--- src/hdl/pilc_pkg.sv ---
package pilc_pkg;

    localparam int COEF_W     = 24;
    localparam int DATA_W     = 32;
    localparam int DIFF_W     = DATA_W + 1;
    localparam int PROD_W     = COEF_W + DIFF_W;
    localparam int ACC_W      = PROD_W + 2;
    localparam int FRAC_W     = 16;
    localparam int Y_W        = 36;
    localparam int WRAP_STEPS = 16;
    localparam int CNT_W      = 4;
    localparam int CFG_IDX_W  = 4;
    localparam int CFG_DATA_W = 32;

    localparam logic signed [DATA_W-1:0] PI_Q16      = 32'sd205887;
    localparam logic signed [DATA_W-1:0] DATA_MAX    = 32'sh7fff_ffff;
    localparam logic signed [DATA_W-1:0] DATA_MIN    = 32'sh8000_0000;
    localparam logic [Y_W-1:0]           TWO_PI_Y    = 36'd411774;
    // bias of pi plus 2^15 periods keeps the reduced value non-negative
    localparam logic [Y_W-1:0]           WRAP_BIAS   =
        (TWO_PI_Y << (WRAP_STEPS - 1)) + 36'd205887;
    localparam logic signed [ACC_W-1:0]  ROUND_HALF  = 59'sd32768;
    localparam logic signed [COEF_W-1:0] GAIN_RESET  = 24'sd65536;

    typedef enum logic [CFG_IDX_W-1:0] {
        REG_PROP_GAIN = 4'd0,
        REG_LEAD_CUR  = 4'd1,
        REG_LEAD_PREV = 4'd2,
        REG_LEAD_FB   = 4'd3,
        REG_INT_COEF  = 4'd4,
        REG_LEAD_EN   = 4'd5,
        REG_INT_EN    = 4'd6,
        REG_WRAP      = 4'd7
    } cfg_index_t;

    typedef struct packed {
        logic signed [COEF_W-1:0] prop_gain;
        logic signed [COEF_W-1:0] lead_cur;
        logic signed [COEF_W-1:0] lead_prev;
        logic signed [COEF_W-1:0] lead_fb;
        logic signed [COEF_W-1:0] int_coef;
        logic                     lead_en;
        logic                     int_en;
        logic                     wrap_en;
    } cfg_t;

    typedef enum logic [2:0] {
        MUL_ERR = 3'd0,
        MUL_K1  = 3'd1,
        MUL_K2  = 3'd2,
        MUL_K3  = 3'd3,
        MUL_INT = 3'd4
    } mul_sel_t;

    typedef enum logic [1:0] {
        ACC_HOLD = 2'd0,
        ACC_LOAD = 2'd1,
        ACC_ADD  = 2'd2,
        ACC_SUB  = 2'd3
    } acc_op_t;

    typedef struct packed {
        logic             load;
        logic             wrap_step;
        logic [CNT_W-1:0] wrap_shift;
        logic             wrap_fin;
        logic             mul_en;
        mul_sel_t         mul_sel;
        acc_op_t          acc_op;
        logic             err_load;
        logic             lead_from_prod;
        logic             lead_from_acc;
        logic             inc_load;
        logic             integ_add;
        logic             out_load;
    } dp_cmd_t;

    typedef struct packed {
        logic frozen;
        logic out_free;
    } dp_sts_t;

    function automatic logic signed [DATA_W-1:0] sat33(input logic signed [DIFF_W-1:0] v);
        if (v[DIFF_W-1] != v[DIFF_W-2]) begin
            return v[DIFF_W-1] ? DATA_MIN : DATA_MAX;
        end
        return v[DATA_W-1:0];
    endfunction

    // round half up to Q16.16, then saturate
    function automatic logic signed [DATA_W-1:0] round_q16(input logic signed [ACC_W-1:0] v);
        logic signed [ACC_W-1:0]        t;
        logic signed [ACC_W-FRAC_W-1:0] q;
        t = v + ROUND_HALF;
        q = t[ACC_W-1:FRAC_W];
        if ((&q[ACC_W-FRAC_W-1:DATA_W-1]) || !(|q[ACC_W-FRAC_W-1:DATA_W-1])) begin
            return q[DATA_W-1:0];
        end
        return q[ACC_W-FRAC_W-1] ? DATA_MIN : DATA_MAX;
    endfunction

endpackage

--- src/hdl/pi_lead_controller_step_core.sv ---
// Channel   Direction  Handshake              Payload
// s_        in         s_valid / s_ready      s_reference, s_measurement, s_actuator_saturated
// m_        out        m_valid / m_ready      m_drive
// cfg_      in         cfg_valid / cfg_ready  cfg_index, cfg_data
//
// The time from acceptance to the result register grows with the mode: the lead filter, the
// integrator and angle wrap each add steps to the base path. It is set by the single shared
// 24 x 33 multiplier and by the reduction of the error modulo two pi, which tests one shifted
// multiple of two pi per step.
// Reset (aresetn low, synchronous) restores the register defaults and clears the held error,
// lead and integral. A result waiting on m_ready holds the core in its delivery step; a new
// sample is still taken while the previous result waits in the output register.
module pi_lead_controller_step_core (
    input  logic                               aclk,
    input  logic                               aresetn,
    input  logic                               s_valid,
    output logic                               s_ready,
    input  logic signed [pilc_pkg::DATA_W-1:0] s_reference,
    input  logic signed [pilc_pkg::DATA_W-1:0] s_measurement,
    input  logic                               s_actuator_saturated,
    output logic                               m_valid,
    input  logic                               m_ready,
    output logic signed [pilc_pkg::DATA_W-1:0] m_drive,
    input  logic                               cfg_valid,
    output logic                               cfg_ready,
    input  logic [pilc_pkg::CFG_IDX_W-1:0]     cfg_index,
    input  logic [pilc_pkg::CFG_DATA_W-1:0]    cfg_data
);
    import pilc_pkg::*;

    cfg_t    cfg;
    dp_cmd_t cmd;
    dp_sts_t sts;

    // hold the coefficient and mode registers; drop writes beyond the list
    pilc_cfg_regs u_cfg (
        .aclk      (aclk),
        .aresetn   (aresetn),
        .cfg_valid (cfg_valid),
        .cfg_ready (cfg_ready),
        .cfg_index (cfg_index),
        .cfg_data  (cfg_data),
        .cfg       (cfg)
    );

    // sequence one transaction: wrap, scale, lead, integrate, deliver
    pilc_ctrl u_ctrl (
        .aclk     (aclk),
        .aresetn  (aresetn),
        .in_valid (s_valid),
        .in_ready (s_ready),
        .cfg      (cfg),
        .sts      (sts),
        .cmd      (cmd)
    );

    // shared multiplier, accumulator, held state and output register
    pilc_dp u_dp (
        .aclk                 (aclk),
        .aresetn              (aresetn),
        .s_reference          (s_reference),
        .s_measurement        (s_measurement),
        .s_actuator_saturated (s_actuator_saturated),
        .cfg                  (cfg),
        .cmd                  (cmd),
        .sts                  (sts),
        .m_valid              (m_valid),
        .m_ready              (m_ready),
        .m_drive              (m_drive)
    );

endmodule

--- src/hdl/pilc_cfg_regs.sv ---
module pilc_cfg_regs (
    input  logic                            aclk,
    input  logic                            aresetn,
    input  logic                            cfg_valid,
    output logic                            cfg_ready,
    input  logic [pilc_pkg::CFG_IDX_W-1:0]  cfg_index,
    input  logic [pilc_pkg::CFG_DATA_W-1:0] cfg_data,
    output pilc_pkg::cfg_t                  cfg
);
    import pilc_pkg::*;

    cfg_t cfg_reg;
    cfg_t cfg_next;

    assign cfg_ready = 1'b1;
    assign cfg       = cfg_reg;

    always_comb begin
        cfg_next = cfg_reg;
        if (cfg_valid) begin
            case (cfg_index)
                REG_PROP_GAIN: cfg_next.prop_gain = $signed(cfg_data[COEF_W-1:0]);
                REG_LEAD_CUR:  cfg_next.lead_cur  = $signed(cfg_data[COEF_W-1:0]);
                REG_LEAD_PREV: cfg_next.lead_prev = $signed(cfg_data[COEF_W-1:0]);
                REG_LEAD_FB:   cfg_next.lead_fb   = $signed(cfg_data[COEF_W-1:0]);
                REG_INT_COEF:  cfg_next.int_coef  = $signed(cfg_data[COEF_W-1:0]);
                REG_LEAD_EN:   cfg_next.lead_en   = cfg_data[0];
                REG_INT_EN:    cfg_next.int_en    = cfg_data[0];
                REG_WRAP:      cfg_next.wrap_en   = cfg_data[0];
                default:       cfg_next = cfg_reg;
            endcase
        end
    end

    always_ff @(posedge aclk) begin
        if (!aresetn) begin
            cfg_reg.prop_gain <= GAIN_RESET;
            cfg_reg.lead_cur  <= '0;
            cfg_reg.lead_prev <= '0;
            cfg_reg.lead_fb   <= '0;
            cfg_reg.int_coef  <= '0;
            cfg_reg.lead_en   <= 1'b0;
            cfg_reg.int_en    <= 1'b0;
            cfg_reg.wrap_en   <= 1'b0;
        end else begin
            cfg_reg <= cfg_next;
        end
    end

endmodule

--- src/hdl/pilc_ctrl.sv ---
module pilc_ctrl (
    input  logic              aclk,
    input  logic              aresetn,
    input  logic              in_valid,
    output logic              in_ready,
    input  pilc_pkg::cfg_t    cfg,
    input  pilc_pkg::dp_sts_t sts,
    output pilc_pkg::dp_cmd_t cmd
);
    import pilc_pkg::*;

    typedef enum logic [13:0] {
        ST_IDLE    = 14'b00000000000001,
        ST_WRAP    = 14'b00000000000010,
        ST_WFIN    = 14'b00000000000100,
        ST_MUL_E   = 14'b00000000001000,
        ST_RND_E   = 14'b00000000010000,
        ST_MUL_K1  = 14'b00000000100000,
        ST_MUL_K2  = 14'b00000001000000,
        ST_MUL_K3  = 14'b00000010000000,
        ST_ACC_SUB = 14'b00000100000000,
        ST_RND_L   = 14'b00001000000000,
        ST_MUL_I   = 14'b00010000000000,
        ST_RND_I   = 14'b00100000000000,
        ST_ADD_I   = 14'b01000000000000,
        ST_OUT     = 14'b10000000000000
    } state_t;

    state_t           state_reg;
    state_t           state_next;
    logic [CNT_W-1:0] cnt_reg;
    logic [CNT_W-1:0] cnt_next;
    logic             int_go;

    assign in_ready = (state_reg == ST_IDLE);
    assign int_go   = cfg.int_en && !sts.frozen;

    always_comb begin
        state_next         = state_reg;
        cnt_next           = cnt_reg;
        cmd                = '0;
        cmd.mul_sel        = MUL_ERR;
        cmd.acc_op         = ACC_HOLD;
        cmd.wrap_shift     = cnt_reg;
        case (state_reg)
            ST_IDLE: begin
                if (in_valid) begin
                    cmd.load   = 1'b1;
                    cnt_next   = CNT_W'(WRAP_STEPS - 1);
                    state_next = cfg.wrap_en ? ST_WRAP : ST_MUL_E;
                end
            end
            ST_WRAP: begin
                cmd.wrap_step = 1'b1;
                cnt_next      = cnt_reg - 1'b1;
                if (cnt_reg == '0) begin
                    state_next = ST_WFIN;
                end
            end
            ST_WFIN: begin
                cmd.wrap_fin = 1'b1;
                state_next   = ST_MUL_E;
            end
            ST_MUL_E: begin
                cmd.mul_en  = 1'b1;
                cmd.mul_sel = MUL_ERR;
                state_next  = ST_RND_E;
            end
            ST_RND_E: begin
                cmd.err_load = 1'b1;
                if (cfg.lead_en) begin
                    state_next = ST_MUL_K1;
                end else begin
                    cmd.lead_from_prod = 1'b1;
                    state_next = int_go ? ST_MUL_I : ST_OUT;
                end
            end
            ST_MUL_K1: begin
                cmd.mul_en  = 1'b1;
                cmd.mul_sel = MUL_K1;
                state_next  = ST_MUL_K2;
            end
            ST_MUL_K2: begin
                cmd.mul_en  = 1'b1;
                cmd.mul_sel = MUL_K2;
                cmd.acc_op  = ACC_LOAD;
                state_next  = ST_MUL_K3;
            end
            ST_MUL_K3: begin
                cmd.mul_en  = 1'b1;
                cmd.mul_sel = MUL_K3;
                cmd.acc_op  = ACC_ADD;
                state_next  = ST_ACC_SUB;
            end
            ST_ACC_SUB: begin
                cmd.acc_op = ACC_SUB;
                state_next = ST_RND_L;
            end
            ST_RND_L: begin
                cmd.lead_from_acc = 1'b1;
                state_next = int_go ? ST_MUL_I : ST_OUT;
            end
            ST_MUL_I: begin
                cmd.mul_en  = 1'b1;
                cmd.mul_sel = MUL_INT;
                state_next  = ST_RND_I;
            end
            ST_RND_I: begin
                cmd.inc_load = 1'b1;
                state_next   = ST_ADD_I;
            end
            ST_ADD_I: begin
                cmd.integ_add = 1'b1;
                state_next    = ST_OUT;
            end
            ST_OUT: begin
                if (sts.out_free) begin
                    cmd.out_load = 1'b1;
                    state_next   = ST_IDLE;
                end
            end
            default: begin
                state_next = ST_IDLE;
            end
        endcase
    end

    always_ff @(posedge aclk) begin
        if (!aresetn) begin
            state_reg <= ST_IDLE;
            cnt_reg   <= '0;
        end else begin
            state_reg <= state_next;
            cnt_reg   <= cnt_next;
        end
    end

    a_accept_leaves_idle: assert property (@(posedge aclk) disable iff (!aresetn)
        (in_valid && in_ready) |=> (state_reg != ST_IDLE))
        else $error("controller stayed idle after an accepted transaction");

    a_out_load_free: assert property (@(posedge aclk) disable iff (!aresetn)
        cmd.out_load |-> sts.out_free)
        else $error("result loaded over an untaken result");

    a_wrap_ends: assert property (@(posedge aclk) disable iff (!aresetn)
        (state_reg == ST_WRAP && cnt_reg == '0) |=> (state_reg == ST_WFIN))
        else $error("angle reduction overran its step count");

    a_out_returns_idle: assert property (@(posedge aclk) disable iff (!aresetn)
        (state_reg == ST_OUT && sts.out_free) |=> (state_reg == ST_IDLE))
        else $error("controller did not return to idle after delivery");

endmodule

--- src/hdl/pilc_dp.sv ---
module pilc_dp (
    input  logic                              aclk,
    input  logic                              aresetn,
    input  logic signed [pilc_pkg::DATA_W-1:0] s_reference,
    input  logic signed [pilc_pkg::DATA_W-1:0] s_measurement,
    input  logic                              s_actuator_saturated,
    input  pilc_pkg::cfg_t                    cfg,
    input  pilc_pkg::dp_cmd_t                 cmd,
    output pilc_pkg::dp_sts_t                 sts,
    output logic                              m_valid,
    input  logic                              m_ready,
    output logic signed [pilc_pkg::DATA_W-1:0] m_drive
);
    import pilc_pkg::*;

    logic signed [DATA_W-1:0] e_reg,  e_next;
    logic [Y_W-1:0]           y_reg,  y_next;
    logic                     frozen_reg, frozen_next;
    logic signed [PROD_W-1:0] prod_reg, prod_next;
    logic signed [ACC_W-1:0]  acc_reg,  acc_next;
    logic signed [DATA_W-1:0] err_reg,  err_next;
    logic signed [DATA_W-1:0] lead_reg, lead_next;
    logic signed [DATA_W-1:0] inc_reg,  inc_next;
    logic signed [DATA_W-1:0] integ_reg, integ_next;
    logic signed [DATA_W-1:0] prev_err_reg, prev_err_next;
    logic signed [DATA_W-1:0] prev_lead_reg, prev_lead_next;
    logic signed [DATA_W-1:0] prev_int_reg, prev_int_next;
    logic signed [DATA_W-1:0] drive_reg, drive_next;
    logic                     m_valid_reg, m_valid_next;

    logic signed [DIFF_W-1:0] diff;
    logic [Y_W-1:0]           wrap_sub;
    logic signed [COEF_W-1:0] mul_a;
    logic signed [DIFF_W-1:0] mul_b;
    logic signed [DIFF_W-1:0] lead_sum;
    logic signed [ACC_W-1:0]  prod_ext;

    assign diff     = {s_reference[DATA_W-1], s_reference}
                    - {s_measurement[DATA_W-1], s_measurement};
    assign wrap_sub = TWO_PI_Y << cmd.wrap_shift;
    assign lead_sum = {lead_reg[DATA_W-1], lead_reg} + {prev_lead_reg[DATA_W-1], prev_lead_reg};
    assign prod_ext = {{(ACC_W-PROD_W){prod_reg[PROD_W-1]}}, prod_reg};

    // shared multiplier operand select
    always_comb begin
        case (cmd.mul_sel)
            MUL_ERR: begin
                mul_a = cfg.prop_gain;
                mul_b = {e_reg[DATA_W-1], e_reg};
            end
            MUL_K1: begin
                mul_a = cfg.lead_cur;
                mul_b = {err_reg[DATA_W-1], err_reg};
            end
            MUL_K2: begin
                mul_a = cfg.lead_prev;
                mul_b = {prev_err_reg[DATA_W-1], prev_err_reg};
            end
            MUL_K3: begin
                mul_a = cfg.lead_fb;
                mul_b = {prev_lead_reg[DATA_W-1], prev_lead_reg};
            end
            MUL_INT: begin
                mul_a = cfg.int_coef;
                mul_b = lead_sum;
            end
            default: begin
                mul_a = cfg.prop_gain;
                mul_b = {e_reg[DATA_W-1], e_reg};
            end
        endcase
    end

    always_comb begin
        e_next         = e_reg;
        y_next         = y_reg;
        frozen_next    = frozen_reg;
        prod_next      = prod_reg;
        acc_next       = acc_reg;
        err_next       = err_reg;
        lead_next      = lead_reg;
        inc_next       = inc_reg;
        integ_next     = integ_reg;
        prev_err_next  = prev_err_reg;
        prev_lead_next = prev_lead_reg;
        prev_int_next  = prev_int_reg;
        drive_next     = drive_reg;
        m_valid_next   = m_valid_reg && !m_ready;

        if (cmd.load) begin
            e_next      = sat33(diff);
            y_next      = {{(Y_W-DIFF_W){diff[DIFF_W-1]}}, diff} + WRAP_BIAS;
            frozen_next = s_actuator_saturated;
            integ_next  = prev_int_reg;
        end
        if (cmd.wrap_step && (y_reg >= wrap_sub)) begin
            y_next = y_reg - wrap_sub;
        end
        if (cmd.wrap_fin) begin
            e_next = $signed(y_reg[DATA_W-1:0]) - PI_Q16;
        end
        if (cmd.mul_en) begin
            prod_next = mul_a * mul_b;
        end
        case (cmd.acc_op)
            ACC_LOAD: acc_next = prod_ext;
            ACC_ADD:  acc_next = acc_reg + prod_ext;
            ACC_SUB:  acc_next = acc_reg - prod_ext;
            default:  acc_next = acc_reg;
        endcase
        if (cmd.err_load) begin
            err_next = round_q16(prod_ext);
        end
        if (cmd.lead_from_prod) begin
            lead_next = round_q16(prod_ext);
        end
        if (cmd.lead_from_acc) begin
            lead_next = round_q16(acc_reg);
        end
        if (cmd.inc_load) begin
            inc_next = round_q16(prod_ext);
        end
        if (cmd.integ_add) begin
            integ_next = sat33({inc_reg[DATA_W-1], inc_reg}
                             + {prev_int_reg[DATA_W-1], prev_int_reg});
        end
        if (cmd.out_load) begin
            drive_next     = sat33({integ_reg[DATA_W-1], integ_reg}
                                 + {lead_reg[DATA_W-1], lead_reg});
            prev_err_next  = err_reg;
            prev_lead_next = lead_reg;
            prev_int_next  = integ_reg;
            m_valid_next   = 1'b1;
        end
    end

    always_ff @(posedge aclk) begin
        e_reg      <= e_next;
        y_reg      <= y_next;
        frozen_reg <= frozen_next;
        prod_reg   <= prod_next;
        acc_reg    <= acc_next;
        err_reg    <= err_next;
        lead_reg   <= lead_next;
        inc_reg    <= inc_next;
        integ_reg  <= integ_next;
        drive_reg  <= drive_next;
    end

    always_ff @(posedge aclk) begin
        if (!aresetn) begin
            prev_err_reg  <= '0;
            prev_lead_reg <= '0;
            prev_int_reg  <= '0;
            m_valid_reg   <= 1'b0;
        end else begin
            prev_err_reg  <= prev_err_next;
            prev_lead_reg <= prev_lead_next;
            prev_int_reg  <= prev_int_next;
            m_valid_reg   <= m_valid_next;
        end
    end

    assign sts.frozen   = frozen_reg;
    assign sts.out_free = !m_valid_reg || m_ready;
    assign m_valid      = m_valid_reg;
    assign m_drive      = drive_reg;

endmodule

--- config.mk ---
export PLATFORM = sky130hd
export DESIGN_NAME = pi_lead_controller_step_core
export DESIGN_NICKNAME = d
export VERILOG_FILES = /design/src/hdl/pilc_pkg.sv /design/src/hdl/pi_lead_controller_step_core.sv /design/src/hdl/pilc_cfg_regs.sv /design/src/hdl/pilc_ctrl.sv /design/src/hdl/pilc_dp.sv
export SDC_FILE = /design/constraint.sdc
export NUM_CORES = 2
export LEC_CHECK = 0
export BUFFER_PORTS_ARGS = -buffer_cell sky130_fd_sc_hd__buf_2
export CORE_UTILIZATION = 66
export CTS_BUF_LIST = sky130_fd_sc_hd__clkbuf_2
export CTS_CLUSTER_SIZE = 20
export DETAILED_ROUTE_END_ITERATION = 7
export PLACE_DENSITY = 0.83
export SYNTH_ARGS = -nofsm -noshare
export SYNTH_HDL_FRONTEND = slang
export SYNTH_SLANG_ARGS = --single-unit
--- constraint.sdc ---
create_clock -name aclk -period 13.4 [get_ports aclk]
set_clock_uncertainty 0.05 [all_clocks]
set_input_delay 3.35 -clock aclk [delete_from_list [all_inputs] [get_ports aclk]]
set_output_delay 3.35 -clock aclk [all_outputs]
set_load 0.01 [all_outputs]
==> flow_summary.json <==
{
  "outcome": "finished with violations",
  "violations": "DRC",
  "final_nets": 9067,
  "tightest_slew_ns": 1.44,
  "gr-total-overflow": 0,
  "syn-num-nets": 9048,
  "cts_htree_levels": 4,
  "syn_area_mm2": 0.0672,
  "syn2layout_area_growth_pct": 5.30,
  "viasPerCell": 6.28,
  "crit_cells": 32,
  "cts_setup_buffers": 0,
  "ys_warn_count": 0,
  "ys_seq_area_share_pct": 22.5,
  "drt_first_pass_iters": 8,
  "vdd_drop_max_v": 0.0000773,
  "core_mm2": 0.100,
  "synth_top_area_share_pct": 24.1,
  "async_reset_ff_share_pct": 0,
  "dr.first_iter.drc_count": 6611,
  "critical-path-top-delay-family": "adder cells",
  "period_minus_slack_ns": 12.20,
  "hold_path_class": "reg2reg",
  "seq_power_share_pct": 29.9,
  "dieArea_mm2": 0.103,
  "antenna_found_initial": 8,
  "relSlewSlack_pct": 3.42,
  "regToRegSetupSlack_ns": 1.20,
  "gp_congestion": 0.993,
  "layout_worst_path_cycle_share_pct": 91.1,
  "cts_root_buf": "clkbuf_2",
  "vias": 58106,
  "antenna_left": 0,
  "synth_enable_flop_cells": 345,
  "numCtsBuffers": 157,
  "dpl_worst_slack_ns": 1.28,
  "avgSynthCellArea_um2": 8.67,
  "synth.distinct_cells": 107,
  "wire_per_inst_um": 22.5,
  "path_buf_inv": 6,
  "p_clk_share_pct": 17.2,
  "drv_slew": 0,
  "ys_top_cells_by_area": "fa_1 (24%), edfxtp_1 (15%), nand2_1 (7.2%), ha_1 (7.2%), dfxtp_1 (7.1%)",
  "cts_hold_buf": 0,
  "timing.hold.worst_path_depth": 2,
  "cts.sinks": 583,
  "synth_flop_cell": "edfxtp_1",
  "fin_ws_ns": 1.20,
  "post-dp-hpwl_um": 162000,
  "rsz0062_at_grt": "false",
  "postSynthRegisterBits": 583,
  "critPathSlowestCell": "fa_1",
  "cp_max_fo": 33,
  "power_leakage_nw": 31.3,
  "fmax_ghz": 0.0819,
  "io_pins": 141,
  "largest_register_ffs": 123,
  "synth_largest_area_cell": "fa_1",
  "cp.arrival_ns": 13.26,
  "drcViolationCount": 6,
  "path_clk_slew_ns": 0.11,
  "grt_max_degree": 100,
  "slowest_delay_ns": 0.86,
  "initial_core_util_pct": 66.9,
  "drive_above_1_share_pct": 8.13,
  "die_y_um": 321,
  "grt_usage_pct": 40.6,
  "grt_pass1_vias": 57867,
  "cts_buffer_depth": 3,
  "std_cell_rows": 116,
  "setup_violations": 0,
  "timing.setup.tns_ns": 0,
  "p_per_area_mw_per_mm2": 116,
  "synth_cells": 7747,
  "cts_resized": 0,
  "clk_latency_ns": 1.43,
  "combPwrFrac_pct": 53.0,
  "hold_violations": 0,
  "wl_um": 209000,
  "worst_path_most_repeated_cell": "fa_1",
  "p_sw_mw": 3.87,
  "crit_type": "reg2reg",
  "cts_tree": "done",
  "port_buffers": 131,
  "endpoint_kind": "register",
  "grt_pass1_wl_um": 320000,
  "die_x_um": 321,
  "intPower_mw": 4.31,
  "critPathLaunchType": "register",
  "netSwitchingFraction_pct": 47.3,
  "cap_violations": 0,
  "rr_worst_depth": 32,
  "required_ns": 14.46
}
## routing by layer
layer	up-vias	global-route usage, %	wire length [um]
met4	6	24.6	14300
met5	-	0	41
met3	796	9.41	24800
met1	27997	51.2	76100
li1	25814	-	-
met2	3493	63.6	93300
## cell usage in the layout (no fill, tap or decap), types with 78 or more instances in the layout
cell type / Yosys / final
nand2_1: 1287 / 1286
buf_2: 92 / 131
edfxtp_1: 345 / 345
inv_1: 993 / 992
xor2_1: 166 / 166
ha_1: 385 / 385
xnor2_1: 255 / 255
buf_4: 7 / 118
clkbuf_2: 0 / 219
fa_1: 810 / 810
o21ai_0: 254 / 250
a21o_1: 161 / 161
dfxtp_1: 238 / 238
a21oi_1: 591 / 591
nand3_1: 126 / 126
nor2_1: 543 / 540
nor3_1: 80 / 78
## cells by family after synthesis
kind of cell	Yosys count	synth area share, %
multiplexers	24	0.376
AO/OA/AOI/OAI	1575	15.1
flip-flops	583	22.5
adder cells (fa/ha/maj)	1230	31.8
XOR/XNOR	423	5.54
other	1	0.00558
buffers and inverters	1383	7.94
AND/OR/NAND/NOR	2528	16.7
## cell type report
class,count,area (um2)
Fill cell,7885,29700
Tap cell,1357,1700
Multi-Input combinational cell,5781,47000
Clock inverter,72,475
Inverter,994,3740
Clock buffer,219,1100
Antenna cell,3,7.51
Timing Repair Buffer,249,1540
Sequential cell,583,15100
## worst paths after layout
| kind | start | endpoint |
|---|---|---|
| worst min-delay path | u_dp.prev_err_reg[0] | u_dp.prev_err_reg[0] |
| worst min register to register | u_dp.prev_err_reg[0] | u_dp.prev_err_reg[0] |
| worst max-delay path | u_ctrl.state_reg[10] | u_dp.prod_reg[56] |
| worst max register to register | u_ctrl.state_reg[10] | u_dp.prod_reg[56] |
## cells in the mapped netlist (all sizes together), types with 15 or more instances
| library cell | n |
|---|---|
| xnor2 | 256 |
| or3 | 26 |
| dfxtp | 238 |
| a211o | 15 |
| edfxtp | 345 |
| fa | 810 |
| o31ai | 38 |
| a222oi | 43 |
| o21bai | 34 |
| o211ai | 26 |
| nand3b | 16 |
| nand4 | 52 |
| o211a | 33 |
| clkbuf | 277 |
| a21o | 161 |
| nor2 | 543 |
| and2 | 75 |
| or4 | 15 |
| o21ai | 285 |
| ha | 385 |
| nand3 | 126 |
| a211oi | 47 |
| o31a | 15 |
| inv | 993 |
| maj3 | 35 |
| a221oi | 17 |
| o21a | 54 |
| a31oi | 65 |
| a21oi | 592 |
| a21boi | 16 |
| xor2 | 167 |
| nand2 | 1287 |
| a31o | 16 |
| nor3b | 18 |
| and3 | 65 |
| nor4 | 35 |
| nand2b | 55 |
| buf | 112 |
| or2 | 19 |
| nor3 | 81 |
| nor2b | 75 |
## stage by stage
| stage | cells | power [mW] | utilization [%] | hold slack (ns) | instance area (um2) |
|---|---|---|---|---|---|
| floorplan | 7747 | 5.29 | - | 0.363 | 67200 |
| global placement | 8964 | 6.61 | 68.8 | 0.388 | 69100 |
| detailed placement | 8964 | 6.69 | 68.8 | 0.396 | 69100 |
| CTS | 9255 | 8.09 | 70.4 | 0.408 | 70700 |
| global route | 9256 | 8.64 | 70.4 | 0.429 | 70700 |
| finish | 9258 | 8.18 | 70.4 | 0.408 | 70700 |
## worst register-to-register path, delay by kind of cell, from the launching register on
family | cells | cell delay, ns
buf+inv | 6 | 1.11
fa+ha+maj | 8 | 4.76
compound gates | 8 | 2.57
simple gates | 9 | 2.99
flops | 1 | 0.40
xor+xnor | 1 | 0.09
## power by group through the flow
stage          Clock [mW]  Combinational (mW)  Sequential (mW)
6_report             1.41                4.34             2.44
5_1_grt              1.50                4.68             2.45
4_1_cts              1.42                4.25             2.43
3_5_place_dp            0                4.22             2.47
3_3_place_gp            0                4.14             2.47
2_1_floorplan           0                2.98             2.31
Power figures use the tool's default switching activity.
